==> src/rtl/tcpsg_pkg.sv <==
`timescale 1ns / 1ps
// ----------------------------------------------------------------------------
// tcpsg_pkg: shared types and constants for the square-wave tone generator
// Holds channel count, field widths, divider sizing and the sequencer states.
// ----------------------------------------------------------------------------
package tcpsg_pkg;

    // channel count and index width (at least one bit)
    localparam int CHANNELS   = 3;
    localparam int CH_W       = (CHANNELS > 1) ? $clog2(CHANNELS) : 1;

    // field widths
    localparam int PERIOD_W   = 6;
    localparam int COUNT_W    = 15;
    localparam int STEP_W     = 8;
    localparam int IDX_W      = 2;
    localparam int DATA_W     = 8;
    localparam int SAMPLE_W   = 16;
    localparam int ACC_W      = SAMPLE_W + 1;

    localparam int STEP_RESET   = 97;
    localparam int PERIOD_SHIFT = 8;
    localparam int FULL_LEVEL   = 8192;

    // divider: quotient of (mag * 2^FRAC_SHIFT) / step, mag <= step
    localparam int FRAC_SHIFT = 13;
    localparam int MAG_W      = 8;
    localparam int DVD_W      = MAG_W + FRAC_SHIFT;
    localparam int QUO_W      = FRAC_SHIFT + 1;
    localparam int DIV_STEPS  = DVD_W;
    localparam int DCNT_W     = $clog2(DIV_STEPS + 1);

    // input operation codes
    localparam logic OP_WRITE = 1'b0;
    localparam logic OP_TICK  = 1'b1;

    // divider status back to the sequencer
    typedef struct packed {
        logic busy;
        logic done;
    } div_stat_t;

    // sequencer states
    typedef enum logic [1:0] {
        ST_IDLE,
        ST_CHAN,
        ST_DIV,
        ST_DONE
    } state_t;

endpackage

==> src/rtl/tcpsg_div.sv <==
`timescale 1ns / 1ps
// ----------------------------------------------------------------------------
// tcpsg_div: serial restoring divider for the flip smoothing value
// Computes floor(mag * 2^13 / divisor), one quotient bit per cycle.
// ----------------------------------------------------------------------------
module tcpsg_div (
    input  logic                             aclk,
    input  logic                             aresetn,
    input  logic                             start,
    input  logic [tcpsg_pkg::MAG_W-1:0]      mag,
    input  logic [tcpsg_pkg::STEP_W-1:0]     divisor,
    output logic [tcpsg_pkg::QUO_W-1:0]      quotient,
    output tcpsg_pkg::div_stat_t             stat
);

    logic [tcpsg_pkg::DVD_W-1:0]  dvd_reg,  dvd_next;
    logic [tcpsg_pkg::STEP_W-1:0] rem_reg,  rem_next;
    logic [tcpsg_pkg::STEP_W-1:0] dsr_reg,  dsr_next;
    logic [tcpsg_pkg::QUO_W-1:0]  quo_reg,  quo_next;
    logic [tcpsg_pkg::DCNT_W-1:0] cnt_reg,  cnt_next;
    logic                         busy_reg, busy_next;
    logic                         done_reg, done_next;
    logic [tcpsg_pkg::STEP_W:0]   trial;

    // one shift-subtract step per cycle
    always_comb begin
        dvd_next  = dvd_reg;
        rem_next  = rem_reg;
        dsr_next  = dsr_reg;
        quo_next  = quo_reg;
        cnt_next  = cnt_reg;
        busy_next = busy_reg;
        done_next = 1'b0;
        trial     = {rem_reg, dvd_reg[tcpsg_pkg::DVD_W-1]};
        if (start) begin
            dvd_next  = {mag, {tcpsg_pkg::FRAC_SHIFT{1'b0}}};
            rem_next  = '0;
            dsr_next  = divisor;
            quo_next  = '0;
            cnt_next  = tcpsg_pkg::DCNT_W'(tcpsg_pkg::DIV_STEPS);
            busy_next = 1'b1;
        end else if (busy_reg) begin
            // remainder stays below the divisor, so the trial fits
            if (trial >= {1'b0, dsr_reg}) begin
                rem_next = tcpsg_pkg::STEP_W'(trial - {1'b0, dsr_reg});
                quo_next = {quo_reg[tcpsg_pkg::QUO_W-2:0], 1'b1};
            end else begin
                rem_next = trial[tcpsg_pkg::STEP_W-1:0];
                quo_next = {quo_reg[tcpsg_pkg::QUO_W-2:0], 1'b0};
            end
            dvd_next = {dvd_reg[tcpsg_pkg::DVD_W-2:0], 1'b0};
            cnt_next = cnt_reg - tcpsg_pkg::DCNT_W'(1);
            if (cnt_reg == tcpsg_pkg::DCNT_W'(1)) begin
                busy_next = 1'b0;
                done_next = 1'b1;
            end
        end
    end

    always_ff @(posedge aclk) begin
        if (!aresetn) begin
            busy_reg <= 1'b0;
            done_reg <= 1'b0;
            cnt_reg  <= '0;
        end else begin
            busy_reg <= busy_next;
            done_reg <= done_next;
            cnt_reg  <= cnt_next;
        end
        dvd_reg <= dvd_next;
        rem_reg <= rem_next;
        dsr_reg <= dsr_next;
        quo_reg <= quo_next;
    end

    assign quotient  = quo_reg;
    assign stat.busy = busy_reg;
    assign stat.done = done_reg;

endmodule

==> src/rtl/three_channel_square_psg_unit.sv <==
`timescale 1ns / 1ps
// ----------------------------------------------------------------------------
// three_channel_square_psg_unit: three-channel square-wave tone generator
// Period writes and sample ticks in, one mixed signed sample out per tick.
// ----------------------------------------------------------------------------
// A period write is taken in ST_IDLE. A tick is handled by a sequencer that
// visits the channels one at a time: a channel with a zero period or without
// a level flip is finished in ST_CHAN, and a channel that flips waits in ST_DIV
// for the shared serial divider (21 quotient steps plus start and hand-back).
// A finished tick is held in ST_DONE while the previous sample still waits in
// the output register. The block takes no word while a tick is in work; a
// finished sample waits in the output register and the next word may be
// accepted meanwhile.
// ----------------------------------------------------------------------------
module three_channel_square_psg_unit (
    input  logic        aclk,
    input  logic        aresetn,
    // configuration: step_per_sample
    input  logic        cfg_valid,
    output logic        cfg_ready,
    input  logic [7:0]  cfg_data,
    // input words
    input  logic        s_tvalid,
    output logic        s_tready,
    input  logic [15:0] s_tdata,   // [1:0] channel_index, [9:2] write_data, rest zero
    input  logic        s_tuser,   // [0] op
    // result words
    output logic        m_tvalid,
    input  logic        m_tready,
    output logic [15:0] m_tdata    // [15:0] sample (signed)
);

    localparam int CHN = tcpsg_pkg::CHANNELS;
    localparam int CW  = tcpsg_pkg::CH_W;
    localparam int AW  = tcpsg_pkg::ACC_W;

    tcpsg_pkg::state_t state_reg, state_next;

    logic [tcpsg_pkg::STEP_W-1:0]   step_reg,   step_next;
    logic [tcpsg_pkg::PERIOD_W-1:0] period_reg [CHN];
    logic [tcpsg_pkg::PERIOD_W-1:0] period_next[CHN];
    logic [tcpsg_pkg::COUNT_W-1:0]  count_reg  [CHN];
    logic [tcpsg_pkg::COUNT_W-1:0]  count_next [CHN];
    logic                           level_reg  [CHN];
    logic                           level_next [CHN];

    logic [CW-1:0]           ch_reg,   ch_next;
    logic signed [AW-1:0]    acc_reg,  acc_next;
    logic                    neg_reg,  neg_next;
    logic                    oval_reg, oval_next;
    logic [tcpsg_pkg::SAMPLE_W-1:0] odata_reg, odata_next;

    // unpacked input fields
    logic [tcpsg_pkg::IDX_W-1:0]  in_idx;
    logic [tcpsg_pkg::DATA_W-1:0] in_data;
    logic                         in_op;
    logic                         in_fire;

    // channel step datapath
    logic [tcpsg_pkg::COUNT_W-1:0]  prev_count;
    logic [tcpsg_pkg::COUNT_W:0]    diff;
    logic [tcpsg_pkg::COUNT_W:0]    reload;
    logic                           under;
    logic [tcpsg_pkg::STEP_W:0]     twice;
    logic                           num_neg;
    logic [tcpsg_pkg::STEP_W:0]     mag_full;
    logic                           last_ch;
    logic signed [AW-1:0]           full_term;
    logic signed [AW-1:0]           div_term;
    logic [tcpsg_pkg::SAMPLE_W-1:0] sat_sample;

    // divider hookup
    logic                           div_start;
    logic [tcpsg_pkg::QUO_W-1:0]    div_quo;
    tcpsg_pkg::div_stat_t           div_stat;

    assign in_idx  = s_tdata[tcpsg_pkg::IDX_W-1:0];
    assign in_data = s_tdata[tcpsg_pkg::IDX_W +: tcpsg_pkg::DATA_W];
    assign in_op   = s_tuser;

    assign cfg_ready = 1'b1;
    assign s_tready  = (state_reg == tcpsg_pkg::ST_IDLE);
    assign in_fire   = s_tvalid && s_tready;

    // counter step for the channel in hand
    assign prev_count = count_reg[ch_reg];
    assign diff     = {1'b0, prev_count} - (tcpsg_pkg::COUNT_W + 1)'(step_reg);
    assign under    = diff[tcpsg_pkg::COUNT_W];
    assign reload   = diff + (tcpsg_pkg::COUNT_W + 1)'({period_reg[ch_reg],
                                 {tcpsg_pkg::PERIOD_SHIFT{1'b0}}});
    // under a flip the old count is below the step, so it fits in eight bits
    assign twice    = {prev_count[tcpsg_pkg::STEP_W-1:0], 1'b0};
    assign num_neg  = twice < {1'b0, step_reg};
    assign mag_full = num_neg ? ({1'b0, step_reg} - twice) : (twice - {1'b0, step_reg});
    assign last_ch  = (ch_reg == CW'(CHN - 1));

    // contributions: sign follows the level before the tick
    assign full_term = level_reg[ch_reg] ? AW'(tcpsg_pkg::FULL_LEVEL)
                                         : -AW'(tcpsg_pkg::FULL_LEVEL);
    assign div_term  = (neg_reg ^ ~level_reg[ch_reg]) ? -AW'(div_quo) : AW'(div_quo);

    // clamp the sum to the sample range
    always_comb begin
        if (acc_reg[AW-1] != acc_reg[AW-2]) begin
            sat_sample = acc_reg[AW-1] ? {1'b1, {(tcpsg_pkg::SAMPLE_W-1){1'b0}}}
                                       : {1'b0, {(tcpsg_pkg::SAMPLE_W-1){1'b1}}};
        end else begin
            sat_sample = acc_reg[tcpsg_pkg::SAMPLE_W-1:0];
        end
    end

    // sequencer: next state and datapath updates
    always_comb begin
        state_next  = state_reg;
        step_next   = step_reg;
        period_next = period_reg;
        count_next  = count_reg;
        level_next  = level_reg;
        ch_next     = ch_reg;
        acc_next    = acc_reg;
        neg_next    = neg_reg;
        oval_next   = oval_reg;
        odata_next  = odata_reg;
        div_start   = 1'b0;

        if (m_tready) begin
            oval_next = 1'b0;
        end
        if (cfg_valid) begin
            step_next = cfg_data;
        end

        unique case (state_reg)
            tcpsg_pkg::ST_IDLE: begin
                if (in_fire) begin
                    if (in_op == tcpsg_pkg::OP_WRITE) begin
                        if ({30'd0, in_idx} < 32'(CHN)) begin
                            period_next[in_idx[CW-1:0]] =
                                ~in_data[tcpsg_pkg::PERIOD_W-1:0];
                        end
                    end else begin
                        ch_next    = '0;
                        acc_next   = '0;
                        state_next = tcpsg_pkg::ST_CHAN;
                    end
                end
            end
            tcpsg_pkg::ST_CHAN: begin
                if (period_reg[ch_reg] == '0) begin
                    // silent channel
                    if (last_ch) begin
                        state_next = tcpsg_pkg::ST_DONE;
                    end else begin
                        ch_next = ch_reg + CW'(1);
                    end
                end else if (under) begin
                    // flip: reload, toggle, smoothing value from the divider
                    count_next[ch_reg] = reload[tcpsg_pkg::COUNT_W-1:0];
                    level_next[ch_reg] = ~level_reg[ch_reg];
                    neg_next           = num_neg;
                    div_start          = 1'b1;
                    state_next         = tcpsg_pkg::ST_DIV;
                end else begin
                    count_next[ch_reg] = diff[tcpsg_pkg::COUNT_W-1:0];
                    acc_next           = acc_reg + full_term;
                    if (last_ch) begin
                        state_next = tcpsg_pkg::ST_DONE;
                    end else begin
                        ch_next = ch_reg + CW'(1);
                    end
                end
            end
            tcpsg_pkg::ST_DIV: begin
                // level already toggled, so the old level is its inverse
                if (div_stat.done) begin
                    acc_next = acc_reg - div_term;
                    if (last_ch) begin
                        state_next = tcpsg_pkg::ST_DONE;
                    end else begin
                        ch_next    = ch_reg + CW'(1);
                        state_next = tcpsg_pkg::ST_CHAN;
                    end
                end
            end
            tcpsg_pkg::ST_DONE: begin
                if (!oval_reg || m_tready) begin
                    oval_next  = 1'b1;
                    odata_next = sat_sample;
                    state_next = tcpsg_pkg::ST_IDLE;
                end
            end
            default: begin
                state_next = tcpsg_pkg::ST_IDLE;
            end
        endcase
    end

    // state register
    always_ff @(posedge aclk) begin
        if (!aresetn) begin
            state_reg <= tcpsg_pkg::ST_IDLE;
            step_reg  <= tcpsg_pkg::STEP_W'(tcpsg_pkg::STEP_RESET);
            oval_reg  <= 1'b0;
            ch_reg    <= '0;
            for (int i = 0; i < CHN; i++) begin
                period_reg[i] <= '0;
                count_reg[i]  <= '0;
                level_reg[i]  <= 1'b0;
            end
        end else begin
            state_reg  <= state_next;
            step_reg   <= step_next;
            oval_reg   <= oval_next;
            ch_reg     <= ch_next;
            period_reg <= period_next;
            count_reg  <= count_next;
            level_reg  <= level_next;
        end
        acc_reg   <= acc_next;
        neg_reg   <= neg_next;
        odata_reg <= odata_next;
    end

    // shared serial divider
    tcpsg_div u_div (
        .aclk     (aclk),
        .aresetn  (aresetn),
        .start    (div_start),
        .mag      (mag_full[tcpsg_pkg::MAG_W-1:0]),
        .divisor  (step_reg),
        .quotient (div_quo),
        .stat     (div_stat)
    );

    assign m_tvalid = oval_reg;
    assign m_tdata  = odata_reg;

endmodule

==> config.mk <==
export PLATFORM = sky130hd
export DESIGN_NAME = three_channel_square_psg_unit
export DESIGN_NICKNAME = d
export VERILOG_FILES = /design/src/rtl/tcpsg_pkg.sv /design/src/rtl/tcpsg_div.sv /design/src/rtl/three_channel_square_psg_unit.sv
export SDC_FILE = /design/constraint.sdc
export NUM_CORES = 1
export LEC_CHECK = 0
export BUFFER_PORTS_ARGS = -buffer_cell sky130_fd_sc_hd__buf_2
export CAP_MARGIN = 40
export CORE_MARGIN = 8
export CORE_UTILIZATION = 35
export CTS_CLUSTER_SIZE = 40
export DETAILED_ROUTE_END_ITERATION = 6
export GPL_ROUTABILITY_DRIVEN = 1
export GPL_TIMING_DRIVEN = 0
export SYNTH_ARGS = -nofsm -noshare
export SYNTH_HDL_FRONTEND = slang
export SYNTH_SLANG_ARGS = --single-unit
==> constraint.sdc <==
create_clock -name aclk -period 4 [get_ports aclk]
set_input_delay 0.6 -clock aclk [delete_from_list [all_inputs] [get_ports aclk]]
set_output_delay 0.6 -clock aclk [all_outputs]
set_load 0.005 [all_outputs]
* Word-level counts from Yosys, hierarchy flattened
Index checks and enable logic that the tools add are counted.
** Storage, ports and cells
- Flip-flop bits (word level) :: 158
- Input port bits :: 30
** Cells by class
- Mux-type cells :: 63
- Bitwise operators :: 9
- Reduce and logical (&&, ||, !) cells :: 18
- Eq/ne operators :: 13
- $add $sub $neg :: 10
- Magnitude comparators :: 7
** Operators by type and width (number)
- two-way mux 17 bit :: 7
- bitwise mux 45 bit :: 2
- case mux 17 bit (3 select lines) :: 1
- two-way mux 15 bit :: 3
- two-way mux 45 bit :: 1
- two-way mux 21 bit :: 2
- two-way mux 16 bit :: 2
- binary-select mux 15 bit (select 2 bit) :: 1
- demux 15 bit (select 2 bit) :: 1
- two-way mux 2 bit :: 14
- subtractor 8 bit :: 3
- bitwise mux 18 bit :: 1
- two-way mux 6 bit :: 3
- adder 17 bit :: 1
- negation 14 -> 17 bit :: 1
- subtractor 17 bit :: 1
- two-way mux 8 bit :: 2
- subtractor 15 x 8 -> 16 bit :: 1
- adder 15 x 14 -> 15 bit :: 1
- two-way mux 1 bit :: 14
- binary-select mux 6 bit (select 2 bit) :: 1
- demux 6 bit (select 2 bit) :: 1
- two-way mux 5 bit :: 2
- >= comparator 9 x 8 -> 1 bit :: 1
- other kinds (36) :: 53

* Longest topological paths before layout
Gate-level depths: netlist of the first run.
- Depth in word-level cells :: 10
- Mapped depth :: 23
- Gate-level depth less buffers :: 20

* By module
Synthesis of the first run repeated with hierarchy kept, for this count alone.
** Second synthesis, totals
- Cells, all modules :: 994
- Area total of the unflattened synthesis :: 9566.7 µm²
** By module, submodules not included
- three_channel_square_psg_unit :: cells each 799, seq. area each 2602.5 µm², instances 1, area an instance 7444.6 µm²
- tcpsg_div :: cells each 195, seq. area each 1061.0 µm², instances 1, area an instance 2122.0 µm²

* Least setup slack after synthesis of the first run
OpenSTA, ideal clock, no wires.
- Path type :: reg2reg
- Start point :: reg ch_reg[1]
- End point :: reg count_reg[44] (netlist name)
- Data arrival time :: 4.263 ns
- Stages on the path, launching flop included :: 24
- Slack :: -0.323 ns
- Clock period less this slack :: 4.323 ns
- Library setup time :: 0.060 ns
- Cells stage by stage :: dfxtp_1 buf_6 nor2b_4 buf_6 buf_4 nand2_1 o21a_1 ha_1 fa_1 nor2b_1 o21ai_1 a21boi_0 o211a_1 nor2_1 xnor2_1 ha_1 fa_1 a21o_1 a21oi_1 nor2_1 a211oi_1 nor2_1 o211ai_1 a41o_1
** Between the ends
- Longest elaborated chain between the ends :: 8
** Ends and longest elaborated chain
- from (decl) :: line three_channel_square_psg_unit.sv:47 : logic [CW-1:0] ch_reg, ch_next;
- from (signal assigned) :: line three_channel_square_psg_unit.sv:214 : ch_reg <= ch_next;
- NOT 2 -> 3 bit (not written as such) *
- binary-select mux 15 bit (select 2 bit) :: line three_channel_square_psg_unit.sv:86 : assign prev_count = count_reg[ch_reg];
- two-way mux 15 bit (not written as such) (2 in a row) :: line three_channel_square_psg_unit.sv:86
- subtractor 15 x 8 -> 16 bit :: line three_channel_square_psg_unit.sv:87 : assign diff = {1'b0, prev_count} - (tcpsg_pkg::COUNT_W + 1)'(step_reg);
- adder 15 x 14 -> 15 bit :: line three_channel_square_psg_unit.sv:89 : assign reload = diff + (tcpsg_pkg::COUNT_W + 1)'({period_reg[ch_reg],
- bitwise mux 45 bit :: line three_channel_square_psg_unit.sv:158 : count_next[ch_reg] = reload[tcpsg_pkg::COUNT_W-1:0];
- two-way mux 45 bit :: line three_channel_square_psg_unit.sv:156 : end else if (under) begin
- to (signal assigned) :: line three_channel_square_psg_unit.sv:216 : count_reg <= count_next;
- to (decl) :: line three_channel_square_psg_unit.sv:42 : logic [tcpsg_pkg::COUNT_W-1:0] count_reg [CHN];
Every way passes the cells marked *; elsewhere a longest branch is shown, timed or not. The select of a mux whose other input is x is not followed.
A chain may end at the register's enable or synchronous reset.

* Final worst setup path of the first run
- Start point :: reg ch_reg[0]
- End point :: reg count_reg[44] (netlist name)
Same word-level chain as after synthesis.

==> flow_metrics.py, run 1 <==
metrics = {
    "status": {
        "outcome": "complete, but fails checks",
        "violations": "negative setup slack",
    },
    "flow_run": {
        "maxCapViolCount": 0,
    },
    "yosys": {
        "ys_types": 80,
        "synthesis.nets": 1122,
        "synth_top_area_share_pct": 22.9,
        "synth_cells": 1023,
        "syn-cell-area_um2": 9450,
        "ys_warn_count": 0,
        "synth_area_leaders": "dfxtp_1 23%, edfxtp_1 16%, ha_1 8.3%, mux2i_1 5.6%, nor2_1 4.5%",
        "seq_area_frac_synth_pct": 38.8,
        "ys_ff_latch": 158,
        "synth_edf_count": 50,
        "synth_ff_type": "dfxtp_1",
        "synth.avg_cell_area_um2": 9.24,
        "postSynth.asyncResetShare_pct": 0,
        "synth_top_area_cell": "dfxtp_1",
    },
    "placement": {
        "place_ws_ns": -0.873,
        "gp_congestion": 0.845,
        "place_area_um2": 10100,
        "dpl.hpwl_mm": 16.8,
        "io_buffer_count": 37,
    },
    "clocking": {
        "cts.reportedPaths.clkPinSlew_ns": 0.07,
        "cts_tree": "yes",
        "clock_latency_ns": 0.44,
        "clock-sinks": 158,
        "htreeDepth": 4,
        "ctsLongestPathBuffers": 2,
        "cts_buffers": 17,
        "hold_buffers": 0,
        "cts_root_buf": "clkbuf_16",
    },
    "die": {
        "core_um2": 26700,
        "start_util_pct": 35.4,
        "die_w_um": 180,
        "ios": 49,
        "die_height_um": 180,
        "row_count": 60,
        "die-area_um2": 32500,
    },
    "layout": {
        "nets": 1224,
        "multi_input_area_um2": 5720,
        "diodes": 0,
        "ff_latch_area_um2": 3670,
        "syn_to_final_growth_pct": 20.8,
        "fillers": 2619,
        "drive_gt1_share_pct": 20.4,
        "design_area_um2": 11400,
        "final_core_util_pct": 42.7,
    },
    "setup_path": {
        "reg2reg_to": "count_reg[44]",
        "worstPathArrival_ns": 4.59,
        "crit_fanout": 5,
        "worst_setup_path_start_kind": "register",
        "end_kind": "register",
        "r2r_slack_ns": -0.20,
        "crit_end": "count_reg[44]",
        "cp-startpoint": "ch_reg[0]",
        "path_class": "register to register",
        "cp_data_required_time_ns": 4.39,
        "worstReg2RegStart": "ch_reg[0]",
        "worstRegToRegCells": 22,
    },
    "global_route": {
        "grt_first_pass_wirelength_mm": 37.9,
        "grt_usage_pct": 14.2,
        "antenna_found_initial": 0,
        "grt_pass1_vias": 7423,
        "grt_max_degree": 19,
        "grt.overflow.total": 0,
    },
    "routing": {
        "postRouteWirelength_mm": 23.6,
        "drtPass1Iterations": 5,
        "vias": 7657,
        "initialDrtViolationCount": 391,
        "ant_nets": 0,
        "drc": 0,
        "routed_via_density": 5.18,
        "wl_per_cell_um": 16.0,
    },
    "timing": {
        "report.final.slew_viol_count": 0,
        "clock_skew_ns": 0.00935,
        "fin_ws_ns": -0.200,
        "rsz0062_at_grt": "true",
        "finalHoldViolations": 0,
        "relSlewSlack_pct": 52.5,
        "setup_viol": 9,
        "worst_slew_pin_slew_ns": 0.713,
        "fin_crit_sh_pct": 105,
        "whs_ns": 0.370,
        "fmax_mhz": 238,
        "final.min_clock_period_ns": 4.20,
    },
    "power": {
        "ir_drop_mv": 0.296,
        "p_per_area_nw_per_um2": 432,
        "p_leak_nw": 4.62,
    },
    "worst_hold_path": {
        "min_path_type": "input pin to register",
    },
}
logic make-up (layout without fill, tap and decap cells):
family | count (synthesis) | in the layout | synth area share, %
simple gates | 335 | 335 | 17.4
xor+xnor | 45 | 45 | 4.17
mux | 64 | 64 | 7.00
buf+inv | 95 | 210 | 4.46
compound gates | 256 | 256 | 18.5
fa+ha+maj | 69 | 69 | 9.61
other cells | 1 | 1 | 0.0397
flops | 158 | 158 | 38.8
timing repair:
item	4_1_cts	5_1_grt
resized for setup	36	37
setup endpoints to repair	39	24
cloned	0	0
pin swaps	25	41
buffers inserted	27	20
final cells by class:
type / instances / share of cell area (%)
plain buffers: 50 / 2.48
clock buffers: 17 / 3.73
multi-input cells: 770 / 50.1
clock inverters: 15 / 1.33
well taps: 341 / 3.74
flip-flops and latches: 158 / 32.1
inverters: 44 / 1.45
repair buffers: 84 / 5.03
cell usage in the layout, fill, tap and decap left out, types with 17 or more instances in the layout:
cell type  netlist  routed
a21oi_1         75      68
clkbuf_1        28      27
nor3_1          19      17
buf_2           16      51
o21ai_0         36      34
dfxtp_1        108     106
edfxtp_1        50      50
inv_1           42      39
nor2b_1         21      17
nand2_1         94      94
clkbuf_16        0      17
a21o_1          21      21
buf_4            2      44
mux2i_1         53      49
nor2_1         113     109
a211oi_1        43      39
ha_1            63      53
xor2_1          25      25
power breakdown:
group	leakage [nW]	internal, mW	switching, mW
combinational	2.99	0.647	0.813
sequential	1.35	1.78	0.0715
clock	0.284	0.878	0.741
worst max-delay path, cell delays in order, from the launching register on:
cell	delay, ns
dfxtp_2	0.33
buf_6	0.13
buf_12	0.13
buf_12	0.13
mux2i_2	0.14
o21a_2	0.25
buf_6	0.12
fa_2	0.38
nor2b_4	0.13
o21ai_2	0.08
a21boi_2	0.15
o211a_1	0.22
nor2_2	0.07
xnor2_2	0.15
ha_2	0.21
fa_2	0.34
a21o_1	0.18
a21oi_2	0.19
nor2_2	0.06
a211oi_2	0.17
nor2_1	0.06
o211ai_1	0.29
a41o_1	0.22
synthesized netlist by cell type, types with 5 or more instances:
master / count
nand3b_1: 5
xor2_1: 25
nand2_1: 94
buf_6: 5
o21a_1: 15
o2bb2ai_1: 6
o21ai_1: 8
nand3_1: 11
mux2_2: 7
nand4_1: 5
mux2i_1: 53
fa_1: 6
a21o_1: 21
a21oi_1: 75
and2_1: 12
inv_1: 42
buf_2: 16
o21ai_0: 36
xnor2_1: 20
edfxtp_1: 50
nor3b_1: 5
a211oi_1: 43
ha_1: 63
dfxtp_1: 108
and3_1: 9
clkbuf_1: 28
nor2b_1: 21
o211ai_1: 6
nand2b_1: 12
nor3_1: 19
nor2_1: 113
stage by stage:
step | total power, mW | TNS [ns] | std cells
finish | 4.93 | -1.32 | 1479
global route | 5.21 | -2.96 | 1479
CTS | 4.89 | -1.51 | 1461
detailed placement | 3.20 | -14.34 | 1403
global placement | 3.18 | -26.38 | 1401
floorplan | 2.92 | 0 | 1023
per-layer routing:
layer | share of wire, % | track usage (%) | vias up | wire length, um
met5 | 0 | 0 | - | 0
met4 | 1.9 | 5.46 | 0 | 459
met3 | 3.5 | 2.38 | 31 | 823
met2 | 48 | 24.3 | 144 | 11400
met1 | 46 | 17.7 | 3624 | 10900
li1 | - | - | 3858 | -
worst min path at each step:
stage	from	to	cells after the start
detailed placement	register	register	2
finish	s_tdata[5]	period_reg[15]	2
CTS	s_tdata[5]	period_reg[15]	2
global route	s_tdata[5]	period_reg[15]	2
global placement	register	register	2
floorplan	step_reg[7]	u_div.dsr_reg[7]	0
No activity file was read; power rests on OpenSTA's default activity.
==> run 2: changes to the inputs <==
- ABC_AREA: default -> 1
==> run 2 against run 1 <==
Effect of this change:
- highest routed layer unchanged
- worst setup slack better by 0.42 ns
- maximum frequency up 11%
- synthesized cell count up 35%
- design area about the same
- critical endpoint is now count_reg[13]
- the flow now finishes without violations
- non-clock buffer count down 36
- register-to-register slack better by 0.42 ns
- critical path type unchanged
- area after synthesis up 4.3%
==> flow_metrics.py, run 2 <==
metrics = {
    "status": {
        "outcome": "finished clean",
    },
    "timing": {
        "clock_skew_ns": 0.0154,
        "finalHoldViolations": 0,
        "fin_crit_sh_pct": 94.5,
        "fmax_mhz": 265,
        "worst_slew_pin_slew_ns": 0.753,
        "report.final.slew_viol_count": 0,
        "setup_viol": 0,
        "final.min_clock_period_ns": 3.78,
        "relSlewSlack_pct": 49.5,
    },
    "setup_path": {
        "worst_setup_path_start_kind": "register",
        "crit_fanout": 11,
        "end_kind": "register",
        "worstRegToRegCells": 25,
        "slowest_stage": "dfxtp_1",
        "reg2reg_to": "count_reg[13]",
        "cp-startpoint": "ch_reg[0]",
        "r2r_slack_ns": 0.22,
        "worstPathArrival_ns": 4.07,
        "crit_family": "simple AND/OR/NAND/NOR gates",
        "cp_data_required_time_ns": 4.29,
        "path_buf_inv": 5,
        "path_class": "register to register",
        "max_stage_delay_ns": 0.33,
        "worstReg2RegStart": "ch_reg[0]",
        "cpMostUsedCell": "nand2_1",
    },
    "global_route": {
        "antenna_found_initial": 0,
        "grt.overflow.total": 0,
        "grt_usage_pct": 15.0,
        "grt_pass1_vias": 8675,
        "grt_max_degree": 18,
        "grt_first_pass_wirelength_mm": 41.6,
    },
    "power": {
        "clockPowerShare_pct": 21.1,
        "p_per_area_nw_per_um2": 688,
        "p_leak_nw": 5.31,
        "ir_drop_mv": 0.292,
        "pwr-share-comb_pct": 51.8,
        "swShare_pct": 43.4,
        "finalPower_mw": 7.85,
        "seqPwrFrac_pct": 27.2,
        "intPower_mw": 4.45,
        "p_switching_mw": 3.40,
    },
    "yosys": {
        "syn-cell-area_um2": 9850,
        "synth_ff_type": "dfxtp_1",
        "synth_area_leaders": "dfxtp_1 22%, edfxtp_1 15%, nand2_1 12%, ha_1 8.0%, inv_1 7.9%",
        "ys_ff_latch": 158,
        "synth_top_area_share_pct": 21.9,
        "synth_top_area_cell": "dfxtp_1",
        "synth_cells": 1384,
        "synth_edf_count": 50,
        "synthesis.nets": 1483,
        "synthTopCellsByCount": "320 x nand2_1, 208 x inv_1, 140 x nor2_1",
        "ys_types": 41,
        "synth.avg_cell_area_um2": 7.12,
        "postSynth.asyncResetShare_pct": 0,
        "yosysMostFrequentCell": "nand2_1",
        "ys_warn_count": 0,
        "seq_area_frac_synth_pct": 37.2,
    },
    "clocking": {
        "cts.reportedPaths.clkPinSlew_ns": 0.06,
        "clock_latency_ns": 0.44,
        "cts_root_buf": "clkbuf_16",
        "cts_buffers": 17,
        "ctsLongestPathBuffers": 2,
        "cts_tree": "yes",
        "clock-sinks": 158,
        "hold_buffers": 0,
        "htreeDepth": 4,
    },
    "placement": {
        "io_buffer_count": 38,
        "dpl.hpwl_mm": 18.8,
        "gp_congestion": 0.885,
    },
    "worst_hold_path": {
        "min_from": "cfg_data[6]",
        "min_path_type": "input pin to register",
        "hold_end": "step_reg[6]",
        "hold_depth": 3,
    },
    "routing": {
        "postRouteWirelength_mm": 25.3,
        "routed_via_density": 4.88,
        "drtPass1Iterations": 5,
        "initialDrtViolationCount": 496,
        "drc": 0,
        "ant_nets": 0,
        "vias": 9009,
        "wl_per_cell_um": 13.7,
    },
    "die": {
        "ios": 49,
        "die_w_um": 184,
        "core_um2": 27800,
        "die_height_um": 184,
        "row_count": 61,
        "start_util_pct": 35.5,
        "die-area_um2": 33800,
    },
    "flow_run": {
        "maxCapViolCount": 0,
    },
    "layout": {
        "fillers": 2925,
        "drive_gt1_share_pct": 11.0,
        "final_common_cell": "nand2_1",
        "final_core_util_pct": 41.1,
        "nets": 1555,
        "final_cell_mix": "317 x nand2_1, 207 x inv_1, 139 x nor2_1",
        "syn_to_final_growth_pct": 15.9,
        "diodes": 0,
    },
}
## run 2: cell count changes in the layout (fill, tap and decap cells not counted), moves of 17 or more
cell      change
o21ai_0      +52
a211oi_1     -38
nor2b_1      -17
nand2_1     +223
a21oi_1      +66
buf_4        -22
mux2i_1      -49
nand3_1      +73
a21o_1       -17
inv_1       +168
nor2_1       +30
## run 2: worst min-delay path, delay by kind of cell
kind                   cells  cell delay [ns]
AOI/OAI and AO/OA          2             0.11
buffers and inverters      1             0.08
## run 2: layout make-up
class | count | area, um^2 | area share, %
Clock inverter | 9 | 108 | 0.942
Timing Repair Buffer | 53 | 310 | 2.72
Clock buffer | 23 | 479 | 4.20
Buffer | 45 | 270 | 2.37
Tap cell | 378 | 473 | 4.14
Multi-Input combinational cell | 965 | 5300 | 46.4
Sequential cell | 158 | 3660 | 32.1
Inverter | 216 | 818 | 7.17
## run 2: how the worst max path moves through the flow
stage	endpoint	slack [ns]	cells after the start
after floorplan	count_reg[12]	0.15	25
after global placement	acc_reg[11]	-0.75	15
after detailed placement	count_reg[13]	-0.70	26
after CTS	count_reg[13]	0.006	20
after global routing	count_reg[42]	-0.02	25
final	count_reg[13]	0.22	25
## run 2: cells by family (layout without fill, tap and decap cells)
kind of cell	Yosys count	in the layout	share of synthesized area, %
and+or+nand+nor	598	598	25.8
AOI/OAI and AO/OA	267	267	14.4
buffers and inverters	261	346	10.7
DFF	158	158	37.2
adders and majority gates	69	69	9.22
xor gates and xnor gates	30	30	2.67
other	1	1	0.0381
## run 2: repair_timing
| action | in CTS | in global routing |
|---|---|---|
| buffers inserted | 5 | 8 |
| cloned | 0 | 0 |
| endpoints found under the setup margin | 60 | 17 |
| pin swaps | 1 | 8 |
| resized for setup | 17 | 28 |
## run 2: through the flow
stage | hold WS (ns) | instances | setup slack, ns | instance area, um^2 | setup TNS [ns]
floorplan | 0.408 | 1384 | 0.149 | 9850 | 0
global route | 0.390 | 1847 | -0.0181 | 11400 | -0.0926
global placement | 0.417 | 1800 | -0.746 | 10500 | -20.72
detailed placement | 0.426 | 1802 | -0.697 | 10500 | -11.77
finish | 0.386 | 1847 | 0.221 | 11400 | 0
CTS | 0.379 | 1839 | 0.00594 | 11300 | 0
## run 2: power groups by stage
stage	sequential, mW	combinational [mW]	clock [mW]
2_1_floorplan	2.11	2.87	0
3_3_place_gp	2.16	3.61	0
3_5_place_dp	2.16	3.67	0
4_1_cts	2.13	3.86	1.68
5_1_grt	2.16	4.60	1.75
6_report	2.13	4.07	1.66
## run 2: metal layers
layer | vias to the layer above | track usage, % | wire length (um)
met5 | - | 0 | 0
li1 | 4606 | - | -
met4 | 0 | 5.10 | 542
met1 | 4220 | 18.2 | 11400
met3 | 32 | 2.45 | 951
met2 | 151 | 26.6 | 12400
